$ cat src/rtl/tslne_pkg.sv
// Shared types, character codes and a helper function for the text stream line number escape core.
package tslne_pkg;

    // Columns of the printed line number.
    localparam int NUMBER_DIGITS = 6;
    // Digits that may count up to nine; the counter never passes 999999.
    localparam int CAP_DIGITS    = (NUMBER_DIGITS < 6) ? NUMBER_DIGITS : 6;
    // Longest burst of output words one input word can cause.
    localparam int MAX_OUT       = NUMBER_DIGITS + 3;
    localparam int PTR_W         = $clog2(MAX_OUT);

    typedef logic [7:0]                      t_char;
    typedef logic [3:0]                      t_bcd;
    typedef t_bcd [NUMBER_DIGITS-1:0]        t_count;
    typedef logic [PTR_W-1:0]                t_ptr;

    // Character codes.
    localparam t_char CH_NL     = 8'h0A;
    localparam t_char CH_TAB    = 8'h09;
    localparam t_char CH_DEL    = 8'h7F;
    localparam t_char CH_CARET  = 8'h5E;
    localparam t_char CH_DOLLAR = 8'h24;
    localparam t_char CH_SPACE  = 8'h20;
    localparam t_char CH_ZERO   = 8'h30;
    localparam t_char CH_I      = 8'h49;
    localparam t_char CH_QMARK  = 8'h3F;
    localparam t_char CTRL_LAST = 8'd31;
    localparam t_char CTRL_BIAS = 8'd64;

    // Numbering modes; the unused code behaves as no numbering.
    localparam logic [1:0] NUM_ALL      = 2'd1;
    localparam logic [1:0] NUM_NONBLANK = 2'd2;

    // Configuration register indexes.
    typedef enum logic [2:0] {
        CFG_NUMBER_MODE      = 3'd0,
        CFG_SQUEEZE_BLANK    = 3'd1,
        CFG_SHOW_ENDS        = 3'd2,
        CFG_SHOW_TABS        = 3'd3,
        CFG_SHOW_NONPRINTING = 3'd4
    } t_cfg_idx;

    typedef struct packed {
        logic [1:0] number_mode;
        logic       squeeze_blank;
        logic       show_ends;
        logic       show_tabs;
        logic       show_nonprinting;
    } t_cfg;

    // One decoded input word: the output burst it causes, compacted from index 0.
    typedef struct packed {
        logic                 keep;
        t_char [MAX_OUT-1:0]  bytes;
        t_ptr                 last_idx;
    } t_job;

    // Saturation value of the line counter in BCD.
    function automatic t_count count_cap();
        t_count cap;
        for (int i = 0; i < NUMBER_DIGITS; i++) begin
            cap[i] = (i < CAP_DIGITS) ? 4'd9 : 4'd0;
        end
        return cap;
    endfunction

endpackage

$ cat src/rtl/tslne_line_state.sv
// Line state (counter, newline and blank-run tracking) and per-word decode into an output burst.
module tslne_line_state (
    input  logic              i_clk,
    input  logic              i_rst_n,
    input  tslne_pkg::t_cfg   i_cfg,
    input  logic [7:0]        i_byte,
    input  logic              i_eof,
    input  logic              i_accept,
    output tslne_pkg::t_job   o_job
);
    import tslne_pkg::*;

    t_count     r_count, n_count, w_count_inc;
    logic       r_after_nl, n_after_nl;
    logic [1:0] r_blank, n_blank, w_blank_next;

    logic  w_nl, w_sq, w_skip, w_num_en, w_dollar, w_caret;
    t_char w_final;
    t_ptr  w_dpos, w_cpos, w_fpos;

    // BCD increment with ripple carry.
    always_comb begin
        logic carry;
        carry = 1'b1;
        for (int i = 0; i < NUMBER_DIGITS; i++) begin
            if (carry && r_count[i] == 4'd9) begin
                w_count_inc[i] = 4'd0;
            end else if (carry) begin
                w_count_inc[i] = r_count[i] + 4'd1;
                carry = 1'b0;
            end else begin
                w_count_inc[i] = r_count[i];
            end
        end
    end

    always_comb begin
        w_nl   = (i_byte == CH_NL);
        w_sq   = i_cfg.squeeze_blank && w_nl && r_after_nl;
        if (!w_sq) begin
            w_blank_next = 2'd0;
        end else if (r_blank < 2'd2) begin
            w_blank_next = r_blank + 2'd1;
        end else begin
            w_blank_next = 2'd2;
        end
        w_skip   = w_sq && (w_blank_next > 2'd1);
        w_num_en = r_after_nl && ((i_cfg.number_mode == NUM_ALL) ||
                                  (i_cfg.number_mode == NUM_NONBLANK && !w_nl));
        w_dollar = i_cfg.show_ends && w_nl;

        w_caret = 1'b0;
        w_final = i_byte;
        if (i_cfg.show_tabs && i_byte == CH_TAB) begin
            w_caret = 1'b1;
            w_final = CH_I;
        end else if (i_cfg.show_nonprinting) begin
            if (i_byte inside {[8'd0:8'd8], [8'd11:CTRL_LAST]}) begin
                w_caret = 1'b1;
                w_final = i_byte + CTRL_BIAS;
            end else if (i_byte == CH_DEL) begin
                w_caret = 1'b1;
                w_final = CH_QMARK;
            end
        end
    end

    // Build the compacted burst: number and tab, then '$', then '^', then the byte.
    always_comb begin
        logic nz;
        nz = 1'b0;
        o_job.bytes = '0;
        if (w_num_en) begin
            for (int i = NUMBER_DIGITS - 1; i >= 0; i--) begin
                nz = nz || (r_count[i] != 4'd0);
                o_job.bytes[NUMBER_DIGITS-1-i] = (nz || i == 0) ?
                    (CH_ZERO + {4'd0, r_count[i]}) : CH_SPACE;
            end
            o_job.bytes[NUMBER_DIGITS] = CH_TAB;
        end
        w_dpos = w_num_en ? t_ptr'(NUMBER_DIGITS + 1) : '0;
        w_cpos = w_dpos + {{(PTR_W-1){1'b0}}, w_dollar};
        w_fpos = w_cpos + {{(PTR_W-1){1'b0}}, w_caret};
        if (w_dollar) begin
            o_job.bytes[w_dpos] = CH_DOLLAR;
        end
        if (w_caret) begin
            o_job.bytes[w_cpos] = CH_CARET;
        end
        o_job.bytes[w_fpos] = w_final;
        o_job.last_idx      = w_fpos;
        o_job.keep          = !w_skip;
    end

    always_comb begin
        n_count    = r_count;
        n_after_nl = r_after_nl;
        n_blank    = r_blank;
        if (i_accept) begin
            if (i_eof) begin
                n_count    = '0;
                n_count[0] = 4'd1;
                n_after_nl = 1'b1;
                n_blank    = 2'd0;
            end else begin
                n_blank = w_blank_next;
                if (!w_skip) begin
                    n_after_nl = w_nl;
                    if (w_num_en && r_count != count_cap()) begin
                        n_count = w_count_inc;
                    end
                end
            end
        end
    end

    always_ff @(posedge i_clk) begin
        if (!i_rst_n) begin
            r_count    <= '0;
            r_count[0] <= 4'd1;
            r_after_nl <= 1'b1;
            r_blank    <= 2'd0;
        end else begin
            r_count    <= n_count;
            r_after_nl <= n_after_nl;
            r_blank    <= n_blank;
        end
    end

endmodule

$ cat src/rtl/tslne_emit.sv
// Burst register and output register: plays one decoded burst out a word per cycle while the sink is ready.
module tslne_emit (
    input  logic              i_clk,
    input  logic              i_rst_n,
    input  tslne_pkg::t_job   i_job,
    input  logic              i_valid,
    output logic              o_ready,
    output logic              o_m_valid,
    input  logic              i_m_ready,
    output logic [7:0]        o_m_data,
    output logic              o_m_last
);
    import tslne_pkg::*;

    logic                r_job_valid;
    t_char [MAX_OUT-1:0] r_bytes;
    t_ptr                r_last_idx;
    t_ptr                r_ptr;
    logic                r_out_valid;
    t_char               r_out_byte;
    logic                r_out_last;

    logic w_move, w_at_last, w_done, w_load;

    assign w_move    = r_job_valid && (!r_out_valid || i_m_ready);
    assign w_at_last = (r_ptr == r_last_idx);
    assign w_done    = w_move && w_at_last;
    assign o_ready   = !r_job_valid || w_done;
    assign w_load    = i_valid && o_ready && i_job.keep;

    always_ff @(posedge i_clk) begin
        if (!i_rst_n) begin
            r_job_valid <= 1'b0;
        end else if (w_load) begin
            r_job_valid <= 1'b1;
        end else if (w_done) begin
            r_job_valid <= 1'b0;
        end
    end

    always_ff @(posedge i_clk) begin
        if (w_load) begin
            r_bytes    <= i_job.bytes;
            r_last_idx <= i_job.last_idx;
            r_ptr      <= '0;
        end else if (w_move) begin
            r_ptr      <= r_ptr + t_ptr'(1);
        end
    end

    always_ff @(posedge i_clk) begin
        if (!i_rst_n) begin
            r_out_valid <= 1'b0;
        end else if (w_move) begin
            r_out_valid <= 1'b1;
        end else if (i_m_ready) begin
            r_out_valid <= 1'b0;
        end
    end

    always_ff @(posedge i_clk) begin
        if (w_move) begin
            r_out_byte <= r_bytes[r_ptr];
            r_out_last <= w_at_last;
        end
    end

    assign o_m_valid = r_out_valid;
    assign o_m_data  = r_out_byte;
    assign o_m_last  = r_out_last;

endmodule

$ cat src/rtl/text_stream_line_number_escape_core.sv
// Top level of the text stream line number escape core: ports, configuration and checks.
// A kept input word passes the burst register and then the output register before its first output word shows.
// Throughput: one input word per cycle when each causes one output word and the sink is ready;
// a word that causes more output words holds the input until the single output register has
// drained the burst register, one word per cycle while the sink is ready (at most NUMBER_DIGITS + 3 words).
// Reset (synchronous, active low) clears all configuration to zero, the line counter to
// one, marks start of line, and empties the burst and output registers.
module text_stream_line_number_escape_core (
    input  logic        i_clk,
    input  logic        i_rst_n,
    // Configuration write port.
    input  logic        i_cfg_we,
    input  logic [2:0]  i_cfg_index,
    input  logic [1:0]  i_cfg_data,
    // Input stream.
    input  logic        i_s_axis_tvalid,
    output logic        o_s_axis_tready,
    input  logic [7:0]  i_s_axis_tdata,    // [7:0] in_byte
    input  logic        i_s_axis_tlast,    // end_of_file
    // Output stream.
    output logic        o_m_axis_tvalid,
    input  logic        i_m_axis_tready,
    output logic [7:0]  o_m_axis_tdata,    // [7:0] out_byte
    output logic        o_m_axis_tlast     // last_of_run
);
    import tslne_pkg::*;

    // Configuration registers. The user must see that they are written only while the core
    // is idle (the core itself does not enforce it), so the decode logic can read them directly.
    t_cfg r_cfg;
    t_job w_job;
    logic w_accept;

    always_ff @(posedge i_clk) begin
        if (!i_rst_n) begin
            r_cfg <= '0;
        end else if (i_cfg_we) begin
            case (t_cfg_idx'(i_cfg_index))
                CFG_NUMBER_MODE:      r_cfg.number_mode      <= i_cfg_data;
                CFG_SQUEEZE_BLANK:    r_cfg.squeeze_blank    <= i_cfg_data[0];
                CFG_SHOW_ENDS:        r_cfg.show_ends        <= i_cfg_data[0];
                CFG_SHOW_TABS:        r_cfg.show_tabs        <= i_cfg_data[0];
                CFG_SHOW_NONPRINTING: r_cfg.show_nonprinting <= i_cfg_data[0];
                default: begin
                end
            endcase
        end
    end

    assign w_accept = i_s_axis_tvalid && o_s_axis_tready;

    // The line state decodes the incoming word into a compact burst of output
    // words and updates its counters on acceptance. A squeezed blank line yields
    // a burst marked as not kept; it updates state but emits nothing.
    tslne_line_state u_line_state (
        .i_clk    (i_clk),
        .i_rst_n  (i_rst_n),
        .i_cfg    (r_cfg),
        .i_byte   (i_s_axis_tdata),
        .i_eof    (i_s_axis_tlast),
        .i_accept (w_accept),
        .o_job    (w_job)
    );

    // The emitter holds one burst and moves it into the output register one word per cycle
    // while the sink is ready. It takes the next burst in the same cycle its last word moves.
    tslne_emit u_emit (
        .i_clk     (i_clk),
        .i_rst_n   (i_rst_n),
        .i_job     (w_job),
        .i_valid   (i_s_axis_tvalid),
        .o_ready   (o_s_axis_tready),
        .o_m_valid (o_m_axis_tvalid),
        .i_m_ready (i_m_axis_tready),
        .o_m_data  (o_m_axis_tdata),
        .o_m_last  (o_m_axis_tlast)
    );

    // The burst always ends inside the burst register.
    a_last_in_range: assert property (@(posedge i_clk) disable iff (!i_rst_n)
        w_accept |-> (w_job.last_idx <= t_ptr'(MAX_OUT - 1)))
        else $error("burst end index out of range");

    // Words of one burst follow each other without gaps while the sink takes them.
    a_burst_gapless: assert property (@(posedge i_clk) disable iff (!i_rst_n)
        (o_m_axis_tvalid && !o_m_axis_tlast && i_m_axis_tready) |=> o_m_axis_tvalid)
        else $error("gap inside an output burst");

    // The output is empty right after reset.
    a_reset_empty: assert property (@(posedge i_clk)
        !i_rst_n |=> !o_m_axis_tvalid)
        else $error("output valid after reset");

    // A word offered on the output holds still until the sink takes it.
    a_out_hold: assert property (@(posedge i_clk) disable iff (!i_rst_n)
        (o_m_axis_tvalid && !i_m_axis_tready) |=>
            (o_m_axis_tvalid && $stable(o_m_axis_tdata) && $stable(o_m_axis_tlast)))
        else $error("output word changed while stalled");

endmodule
$ cat config.mk
export PLATFORM = sky130hd
export DESIGN_NAME = text_stream_line_number_escape_core
export DESIGN_NICKNAME = d
export VERILOG_FILES = /design/src/rtl/tslne_pkg.sv /design/src/rtl/tslne_line_state.sv /design/src/rtl/tslne_emit.sv /design/src/rtl/text_stream_line_number_escape_core.sv
export SDC_FILE = /design/constraint.sdc
export NUM_CORES = 1
export LEC_CHECK = 0
export BUFFER_PORTS_ARGS = -buffer_cell sky130_fd_sc_hd__buf_2
export CAP_MARGIN = 30
export CORE_MARGIN = 2
export CORE_UTILIZATION = 58
export CTS_BUF_LIST = sky130_fd_sc_hd__clkbuf_4
export DETAILED_ROUTE_END_ITERATION = 10
export PLACE_DENSITY = 0.79
export SYNTH_ARGS = -nofsm -noshare
export SYNTH_HDL_FRONTEND = slang
export SYNTH_SLANG_ARGS = --single-unit
$ cat constraint.sdc
create_clock -name i_clk -period 4.8 [get_ports i_clk]
set_clock_uncertainty 0.15 [all_clocks]
set_input_delay 0.24 -clock i_clk [delete_from_list [all_inputs] [get_ports i_clk]]
set_output_delay 0.24 -clock i_clk [all_outputs]
set_load 0.03 [all_outputs]
# Yosys cells after proc, flatten, opt, wreduce, memory -nomap -nowiden
# Cells that the tools add are included.
[op_classes]
bitwise_logic = 6
muxes = 54
eq_ne = 18
addsub = 17
n_lt_le_gt_ge = 13
reduce_logical = 60
[op_table]
columns = ["cell", "count"]
rows = [
  ["$mux W72", 2],
  ["$mux W8", 13],
  ["$demux W8 S4", 3],
  ["$bwmux W72", 1],
  ["$mux W24", 3],
  ["$and A42 B54 Y54", 1],
  ["$not A54 Y54", 1],
  ["$mux W52", 1],
  ["$or A45 B45 Y45", 1],
  ["$mux W4", 11],
  ["$add A6 B4 Y7 const A", 6],
  ["$bmux W8 S4", 1],
  ["$add A4 B1 Y4 const B", 7],
  ["$and A27 B27 Y27", 1],
  ["$not A27 Y27", 1],
  ["$eq A4 B4 Y1 const B", 6],
  ["$ne A24 B24 Y1 const B", 1],
  ["$logic_and A1 B1 Y1", 22],
  ["$lt A4 B5 Y1 const B", 4],
  ["$reduce_and A4 Y1", 5],
  ["$reduce_bool A4 Y1", 5],
  ["$or A13 B18 Y18", 1],
  ["$eq A8 B4 Y1 const B", 2],
  ["$mux W1", 15],
  ["27 further kinds", 54],
]
[totals]
in_bits = 19
reg_bits = 124

# Logic depth before layout (Yosys ltp)
# Gate-level depths: netlist (run 1).
[depth]
depth_word = 16
depth_mapped = 17

# Hierarchy
# Synthesis (run 1) repeated with hierarchy kept, for this count alone.
[unflattened]
cells_unflattened = 643
hier_area_um2 = 6897.9
[by_module_without_submodules]
columns = ["module", "instances", "cells_each", "seq_area_each_um2", "area_each_um2"]
rows = [
  ["tslne_emit", 1, 185, 2672.6, 3527.1],
  ["tslne_line_state", 1, 431, 540.5, 3079.2],
  ["text_stream_line_number_escape_core", 1, 27, 120.1, 291.5],
]

# Worst setup path before layout (run 1)
# No wires, ideal clock.
[synth_path]
path_type = "register to register"
start = "register u_emit.r_last_idx[2]"
end = "register u_emit.r_bytes[0] in the netlist's numbering, enable pin"
setup_slack_ps = -284
path_stages_with_launch = 7
required_time_ps = 4133
arrival_time_ps = 4418
n_path_buf = 1
cell_sequence = "edfxtp_1 -> xnor2_1 -> nand4_1 -> inv_1 -> a21oi_1 -> clkbuf_1 -> nor2_1"
[synth_between]
elab_chain_cells = 5
[synth_lines]
columns = ["item", "line_no", "source"]
rows = [
  ["start, declared", "tslne_emit.sv:17", "t_ptr r_last_idx;"],
  ["start signal, assigned", "tslne_emit.sv:44", "r_last_idx <= i_job.last_idx;"],
  ["$eq A4 B4 Y1", "tslne_emit.sv:26", "assign w_at_last = (r_ptr == r_last_idx);"],
  ["via u_emit.w_at_last", "tslne_emit.sv:23", "logic w_move, w_at_last, w_done, w_load;"],
  ["$logic_and A1 B1 Y1", "tslne_emit.sv:27", "assign w_done = w_move && w_at_last;"],
  ["$logic_or A1 B1 Y1", "tslne_emit.sv:28", "assign o_ready = !r_job_valid || w_done;"],
  ["$logic_and A1 B1 Y1 (2 in a row)", "tslne_emit.sv:29", "assign w_load = i_valid && o_ready && i_job.keep;"],
  ["via u_emit.w_load", "tslne_emit.sv:23", ""],
  ["end signal, assigned", "tslne_emit.sv:43", "r_bytes <= i_job.bytes;"],
  ["end, declared", "tslne_emit.sv:16", "t_char [MAX_OUT-1:0] r_bytes;"],
]
# The timed path passes the listed nets, and every way through them passes these cells.
# A chain may end at the register's enable or synchronous reset.

==> metrics.txt, run 1 <==
run status finished, final reports clean; synthesized cell area about 0.0068 mm2; layout cells sized above 1 15.1%; Routed Antenna Nets 0; Post-Route WL between 15000 and 20000 um; WP data arrival between 4000 and 5000 ps; CP Capture Type register; # setup viols final 0; Crit-path slowest cell or4b_4; gr ovfl total 0; fin crit share between 80% and 90%; Post-Synthesis Cells about 650; R2R Setup Slk 1260 ps; largest net degree at the start of global routing 35; Clock Latency Late Sink roughly 550 ps; hold slack 74.9 ps; ys async rst share 0%; die area ~0.013 mm2; crit path max fanout 14; Non-Filler Instances ~850; post-synthesis sequential area ratio 49.1%; Worst Setup Slack, final 637 ps; GR Util All Layers between 20% and 30%; Fmax between 200 and 250 MHz; post-synth net total 698; Synth Register Bits about 120; Most common cell on crit path ha_1; Unique masters post-synth 65; Clock Pin Slew Worst Setup and Hold Paths between 100 and 150 ps; Post-DP HPWL between 10000 and 15000 um; Fillers ~900; top post-synthesis cells by area edfxtp_1, dfxtp_1, ha_1; total CTS buffers 17; setup_tns 0 ps; Rel. slew slack about 44%; WHS Path Cells 3; warnings from Yosys 0; total number of vias ~5400; Port Buffer Count 29; Max VDD drop 0.309 mV; kind of critical path input port to register; Worst Reg2Reg Path Length in Cells 11; clk sink count between 100 and 150; top cells by instance count after synthesis edfxtp_1, nor2_1, nand2_1; Synth Flop Type edfxtp_1; slowest stage delay, CP between 500 and 600 ps; RR Startpoint u_line_state.r_after_nl$_SDFFE_PN1P_; Final Util 66.0%; initial antenna violation count 0; Worst R2R End u_emit.r_bytes[9]$_DFFE_PP_; worst slew pin tran between 800 and 900 ps; Synth area leader edfxtp_1; max-cap viol count 0; Leak Pwr 2.85 nW; core footprint 0.0114 mm2; critical-path cell list dlygate4sd3_1 > buf_2 > or4b_4 > o2111ai_1 > and2_1 > ha_1 > inv_1 > ha_1 > ha_1 > or3_1 > and2_1 > nor2_1 > a211oi_1 > a221o_1; H-tree levels 4; final slew viol count 0; Final min period about 4200 ps; startpoint types input port; syn_area_per_cell between 10 and 15 um2; drt first pass iters 5; vias in the first global route roughly 5200; EDFF count, synth 85; Initial Util between 50% and 60%; IO Pins 30; PwrDens ~330 mW/mm2; first-pass GRT wire length 27200 um; Post-CTS Resized 0; Die Y about 110 um; row cnt 39; DP Cell Count 801; die width 112 um; drc violations 0; P&R area growth vs syn 11.1%; unrepaired setup endpoints after global routing no; CTS Root Buffer Type clkbuf_4; Final Net Count 740; Final Hold Vio Count 0; placer congestion estimate 1.01; Post-Place Worst Slack between 600 and 700 ps; top-count cell post-synth edfxtp_1; hold crit path type input port to register; post-synth top area share roughly 38%; ANT cells 0; initial DRC count ~600; WL per Instance a little under 20 um; Hold Path Origin i_s_axis_tdata[3]; via/cell ratio about 6.3; Worst Hold End u_emit.r_bytes[51]$_DFFE_PP_; Max clock buf depth 2; CTS tree yes; CP required roughly 5000 ps
metal layers:
layer / vias up / global-route usage, % / wire, um
met5: - / 0 / 0
met1: 2526 / 36.4 / 6700
met3: 47 / 5.89 / 1400
met2: 285 / 45.7 / 8030
met4: 0 / 12.8 / 507
li1: 2492 / - / -
placed cells by master (no fill, tap or decap), types with 5 or more instances in the layout:
master,netlist,layout
a21o_1,13,13
a21oi_1,22,22
a31oi_1,13,13
and2_1,9,9
buf_2,6,31
buf_4,0,9
clkbuf_4,0,19
dfxtp_1,39,39
dlygate4sd3_1,0,14
edfxtp_1,85,85
ha_1,30,30
inv_1,25,25
mux2_2,5,5
mux2i_1,21,21
mux4_2,16,16
nand2_1,66,66
nand2b_1,7,7
nand3_1,23,23
nand3b_1,9,9
nand4_1,10,10
nor2_1,72,71
nor2b_1,5,5
nor3_1,18,18
nor4_1,8,8
o21ai_0,34,34
o21bai_1,5,5
o31ai_1,5,5
xnor2_1,7,7
registers in the layout, summed over array words and instances, names as in the netlist:
name,flops
u_emit.r_bytes,72
u_line_state.r_count,24
u_emit.o_m_data,8
r_cfg,6
u_emit.r_last_idx,4
u_emit.r_ptr,4
u_line_state.r_blank,2
u_emit.o_m_last,1
u_emit.o_m_valid,1
u_emit.r_job_valid,1
u_line_state.r_after_nl,1
power breakdown:
part / switching (mW) / internal [mW] / total (mW)
Clock: 0.379 / 0.366 / 0.745
Sequential: 0.0304 / 1.25 / 1.28
Combinational: 0.265 / 0.178 / 0.444
Total: 0.674 / 1.79 / 2.46
worst max path at each step:
stage	to	cells past startpoint	from
after floorplan	u_emit.r_bytes[9]$_DFFE_PP_	15	i_s_axis_tdata[0]
after global placement	u_emit.r_bytes[9]$_DFFE_PP_	13	i_s_axis_tdata[1]
after detailed placement	u_emit.r_bytes[9]$_DFFE_PP_	13	i_s_axis_tdata[1]
after CTS	u_emit.r_bytes[9]$_DFFE_PP_	14	i_s_axis_tdata[1]
after global routing	u_emit.r_bytes[9]$_DFFE_PP_	14	i_s_axis_tdata[1]
final	u_emit.r_bytes[9]$_DFFE_PP_	14	i_s_axis_tdata[1]
critical path, delay by kind of cell:
| kind | cells | cell delay, ps |
|---|---|---|
| compound gates | 3 | 750 |
| buf+inv | 3 | 870 |
| simple gates | 5 | 1790 |
| fa+ha+maj | 3 | 660 |
timing repair:
item	CTS	global route
hold buffers	14	0
endpoints found under the hold margin	30	0
buffers inserted	0	0
stage by stage:
stage | power (mW) | cell area (um2)
2_1_floorplan | 1.60 | 6790
5_1_grt | 2.57 | 7540
3_5_place_dp | 1.74 | 7110
3_3_place_gp | 1.72 | 7080
4_1_cts | 2.49 | 7540
6_report | 2.46 | 7540
logic make-up (layout without fill, tap and decap cells):
| kind of cell | count (synthesis) | count (layout) | share of synthesized area [%] |
|---|---|---|---|
| and+or+nand+nor | 250 | 250 | 18.0 |
| AOI/OAI and AO/OA | 132 | 132 | 13.1 |
| buffers and inverters | 60 | 115 | 3.67 |
| xor gates and xnor gates | 11 | 11 | 1.42 |
| muxes | 42 | 42 | 9.23 |
| DFF | 124 | 124 | 49.1 |
| adders and majority gates | 30 | 30 | 5.53 |
area by class of cell:
cell class,instances,area (um2),area share [%]
clock buffers,19,143,1.89
repair buffers,57,423,5.61
flip-flops and latches,124,3330,44.2
well taps,143,179,2.37
multi-input cells,465,3210,42.6
clock inverters,13,150,1.99
inverters,26,97.6,1.29
(Power assumes the default switching activity.)
==> inputs of run 2 (changes only) <==
PLACE_DENSITY = 0.85   (was 0.79)
==> run 2 against run 1 <==
Sequential share of layout area increased by 0.63 points; register-to-register slack got worse by 40 ps; critical endpoint unchanged; sequential power is essentially flat; clock-buffer cell count unchanged; power decreased by 2.2%; highest routed layer unchanged; hold slack got worse by 29 ps.
==> metrics.txt, run 2 (synthesis gave the netlist of run 1 again) <==
largest net degree at the start of global routing around 80; CP Capture Type register; worst slew pin tran approximately 970 ps; Die Y ~110 um; via/cell ratio between 6 and 7; row cnt 39; first-pass GRT wire length 26900 um; Clock Pin Slew Worst Setup and Hold Paths roughly 110 ps; run status finished, final reports clean; Final Hold Vio Count 0; Fillers ~880; Post-Place Worst Slack roughly 620 ps; drt first pass iters 6; Post-CTS Resized 0; max-cap viol count 0; Final min period approximately 4100 ps; Final Util between 60% and 70%; Initial Util roughly three fifths; max FFs per register 72; fin crit share between 80 and 90%; CP required 4960 ps; Final Cell Area 0.00743 mm2; total number of vias between 5000 and 6000; final slew viol count 0; unrepaired setup endpoints after global routing no; vias in the first global route just over 5000; drc violations 0; startpoint types input port; Max clock buf depth 2; CTS tree yes; Cell Area, Placed slightly above 0.007 mm2; Post-DP HPWL around 12000 um; hold crit path type input port to register; kind of critical path input port to register; WP data arrival about 4300 ps; gr ovfl total 0; Routed Antenna Nets 0; layout cells sized above 1 14.9%; most frequent cells in the layout edfxtp_1, nor2_1, nand2_1, dfxtp_1, o21ai_0; ANT cells 0; core footprint around 0.011 mm2; P&R area growth vs syn 9.49%; WL per Instance just under 20 um; Final Net Count about 740; # setup viols final 0; Leak Pwr 2.81 nW; CTS Root Buffer Type clkbuf_4; Port Buffer Count 29; Clock Latency Late Sink 550 ps; placer congestion estimate between 0.9 and 1; GR Util All Layers 27.4%; crit path max fanout 9; Fmax between 200 and 250 MHz; Biggest register u_emit.r_bytes; commonest non-fill, non-tap cell in the layout edfxtp_1; Rel. slew slack 35.1%; Max VDD drop around 0.25 mV; clk sink count around 120; die width ~110 um; die area 0.0126 mm2; IO Pins 30; Worst Setup Slack, final about 660 ps; setup_tns 0 ps; PwrDens around 320 mW/mm2; Post-Route WL between 15000 and 20000 um; initial DRC count between 700 and 800; initial antenna violation count 0; total CTS buffers 17; H-tree levels 4
## run 2: changes by cell type in the layout (fill, tap and decap cells not counted), moves of 2 or more
cell,previous run,this run
buf_4,9,11
dlygate4sd3_1,14,11
buf_12,3,0
clkinvlp_4,4,2
clkinv_4,0,2
## run 2: timing repair
action	4_1_cts	5_1_grt
endpoints found under the hold margin	22	0
hold buffers	11	0
setup buffers	0	0
## run 2: worst paths after layout
check	from	endpoint	slack [ps]	depth (start not counted)
hold / removal	i_s_axis_tdata[5]	u_emit.r_bytes[37]$_DFFE_PP_	50	3
setup reg to reg	u_line_state.r_after_nl$_SDFFE_PN1P_	u_emit.r_bytes[9]$_DFFE_PP_	1220	11
hold reg to reg	u_line_state.r_blank[0]$_SDFFE_PN0P_	u_line_state.r_blank[0]$_SDFFE_PN0P_	320	2
setup / recovery	i_s_axis_tdata[0]	u_emit.r_bytes[9]$_DFFE_PP_	660	14
## run 2: area by class of cell
cell class,count,area [um2],share of cell area (%)
multi-input combinational,465,3210,43.2
clock inverter,12,124,1.67
clock buffer,19,143,1.92
tap,143,179,2.41
timing repair buffer,52,343,4.61
sequential,124,3330,44.8
inverter,26,97.6,1.31
## run 2: critical path, cell delays in order
cell,delay [ps]
dlygate4sd3_1,530
buf_2,170
or4b_4,580
o2111ai_1,310
and2_1,290
ha_1,210
inv_1,80
ha_1,180
ha_1,250
or3_1,400
and2_1,180
nor2_1,390
a211oi_1,160
a221o_1,320
## run 2: metrics by stage
| stage | cells | hold WS (ps) | power [mW] |
|---|---|---|---|
| after floorplan | 649 | 229 | 1.60 |
| after global placement | 798 | 288 | 1.70 |
| after detailed placement | 799 | 304 | 1.72 |
| after CTS | 841 | 4.89 | 2.41 |
| after global routing | 841 | 19.4 | 2.50 |
| final | 841 | 46.0 | 2.41 |
## run 2: metal layers
| layer | vias up | track usage (%) | wire, um |
|---|---|---|---|
| met4 | 0 | 8.70 | 338 |
| met5 | - | 0 | 0 |
| met3 | 38 | 5.45 | 1390 |
| met1 | 2544 | 37.6 | 6820 |
| met2 | 289 | 44.5 | 7920 |
| li1 | 2492 | - | - |
## run 2: where the power goes
group | switching [mW] | total (mW) | internal, mW
Combinational | 0.263 | 0.429 | 0.166
Sequential | 0.0272 | 1.27 | 1.25
Clock | 0.394 | 0.708 | 0.314
==> inputs of run 3 (changes only) <==
RECOVER_POWER = 25   (was not set)
==> run 3 against run 2 <==
Maximum frequency shrank 2.9%; hold slack is essentially flat; the flow now finishes with violations (max-capacitance violations, max-slew violations); clock-buffer cell count is the same; via count shrank 0.62%; sequential power is essentially flat; largest power group unchanged.
==> metrics.txt, run 3 (synthesis gave the netlist of run 1 again) <==
IO Pins 30; Worst R2R End u_line_state.r_count[18]$_SDFFE_PN0P_; row cnt 39; first-pass GRT wire length ~27000 um; GRT busiest layer met2; Initial Util about three fifths; Die Y between 100 and 150 um; drt first pass iters 6; Post-CTS Resized 0; gr ovfl total 0; P&R area growth vs syn 9.20%; die area 0.0126 mm2; Pint about 1.7 mW; global routing usage on met1 a little under two fifths; vias in the first global route 5033; # setup viols final 0; DP Cell Count about 800; Biggest register u_emit.r_bytes; Seq pwr share 53.0%; Final Hold Vio Count 0; GR Util All Layers between 20% and 30%; Final Net Count 735; Port Buffer Count 29; initial DRC count a little over 700; WHS Path Cells 3; Hold Path Origin i_s_axis_tdata[5]; Clock Latency Late Sink about 550 ps; clk sink count 124; unrepaired setup endpoints after global routing no; crit path max fanout 9; core footprint about 0.011 mm2; fin crit share around 89%; layout cells sized above 1 between 10% and 20%; grt met3 use around 5.5%; PwrDens around 320 mW/mm2; Non-Filler Instances between 800 and 900; H-tree levels 4; Post-Place Worst Slack around 620 ps; total CTS buffers 17; die width about 110 um; max-cap viol count 1; Post-DP HPWL around 12000 um; RR Startpoint u_emit.r_ptr[0]$_SDFFE_PP0P_; Fmax around 230 MHz; Final Power around 2.4 mW; max FFs per register just over 70; Clock Pin Slew Worst Setup and Hold Paths between 100 and 150 ps; CTS tree yes; ANT cells 0; CTS Root Buffer Type clkbuf_4; met2 Use GR around 44%; Psw just under 0.7 mW; Leak Pwr roughly 2.8 nW; Max VDD drop 0.253 mV; WP data arrival around 4400 ps; Worst Setup Slack, final 533 ps; worst slew pin tran roughly 1700 ps; Clk pwr share between 20% and 30%; CP Capture Type register; Final min period 4270 ps; final slew viol count 22; Post-Route WL roughly 16000 um; CP required just under 5000 ps; failing checks max-capacitance violations, max-slew violations; Routed Antenna Nets 0; most frequent cells in the layout edfxtp_1, nor2_1, nand2_1, dfxtp_1, o21ai_0; Worst Reg2Reg Path Length in Cells 9; commonest non-fill, non-tap cell in the layout edfxtp_1; R2R Setup Slk approximately 740 ps; hold crit path type input port to register; placer congestion estimate around 0.95; sw frac approximately 28%; largest net degree at the start of global routing 81; total number of vias approximately 5300; Worst Hold End u_emit.r_bytes[13]$_DFFE_PP_; Comb pwr share 17.6%; run status finished, violations left; initial antenna violation count 0; Max clock buf depth 2; drc violations 0; Final Util about two thirds; startpoint types input port; via/cell ratio around 6.3; setup_tns 0 ps; Rel. slew slack -15.2%; kind of critical path input port to register; WL per Instance between 15 and 20 um
## run 3: how the worst max path moves through the flow
stage	start	endpoint	slack [ps]	cells past startpoint
final	i_s_axis_tdata[0]	u_emit.r_bytes[9]$_DFFE_PP_	530	14
after global routing	i_s_axis_tdata[0]	u_emit.r_bytes[9]$_DFFE_PP_	270	14
after CTS	i_s_axis_tdata[0]	u_emit.r_bytes[9]$_DFFE_PP_	730	14
after detailed placement	i_s_axis_tdata[1]	u_emit.r_bytes[9]$_DFFE_PP_	620	13
after global placement	i_s_axis_tdata[1]	u_emit.r_bytes[9]$_DFFE_PP_	790	13
after floorplan	i_s_axis_tdata[0]	u_emit.r_bytes[9]$_DFFE_PP_	850	15
## run 3: critical path, cell delays in order
cell and delay, ps:
dlygate4sd3_1 530, clkbuf_1 210, or4b_4 620, o2111ai_1 300
and2_0 330, ha_1 230, inv_1 80, ha_1 180
ha_1 250, or3_1 400, and2_1 180, nor2_1 390
a211oi_1 160, a221o_1 320
## run 3: layout make-up
type | instances | area (um2)
clock buffers | 19 | 143
multi-input cells | 465 | 3210
clock inverters | 12 | 124
repair buffers | 52 | 323
fillers | 891 | 4010
well taps | 143 | 179
flip-flops and latches | 124 | 3330
inverters | 26 | 97.6
## run 3: routing by layer
metal | routed length (um) | share of wire, %
met1 | 6630 | 40
met3 | 1560 | 9.5
met2 | 8020 | 49
met5 | 0 | 0
met4 | 268 | 1.6
## run 3: power groups by stage
stage | Clock [mW] | Sequential, mW | Combinational [mW]
floorplan | 0 | 1.32 | 0.280
global placement | 0 | 1.29 | 0.409
detailed placement | 0 | 1.30 | 0.421
CTS | 0.709 | 1.27 | 0.428
global route | 0.754 | 1.28 | 0.457
finish | 0.707 | 1.27 | 0.423
## run 3: timing repair
| action | in CTS | in global routing |
|---|---|---|
| hold buffers | 11 | 0 |
| buffers inserted | 0 | 0 |
| endpoints found under the hold margin | 22 | 0 |
## run 3: stage by stage
step	instance area (um2)	hold slack [ps]
floorplan	6790	229
global placement	7050	288
detailed placement	7060	304
CTS	7430	4.89
global route	7410	19.4
finish	7410	46.5
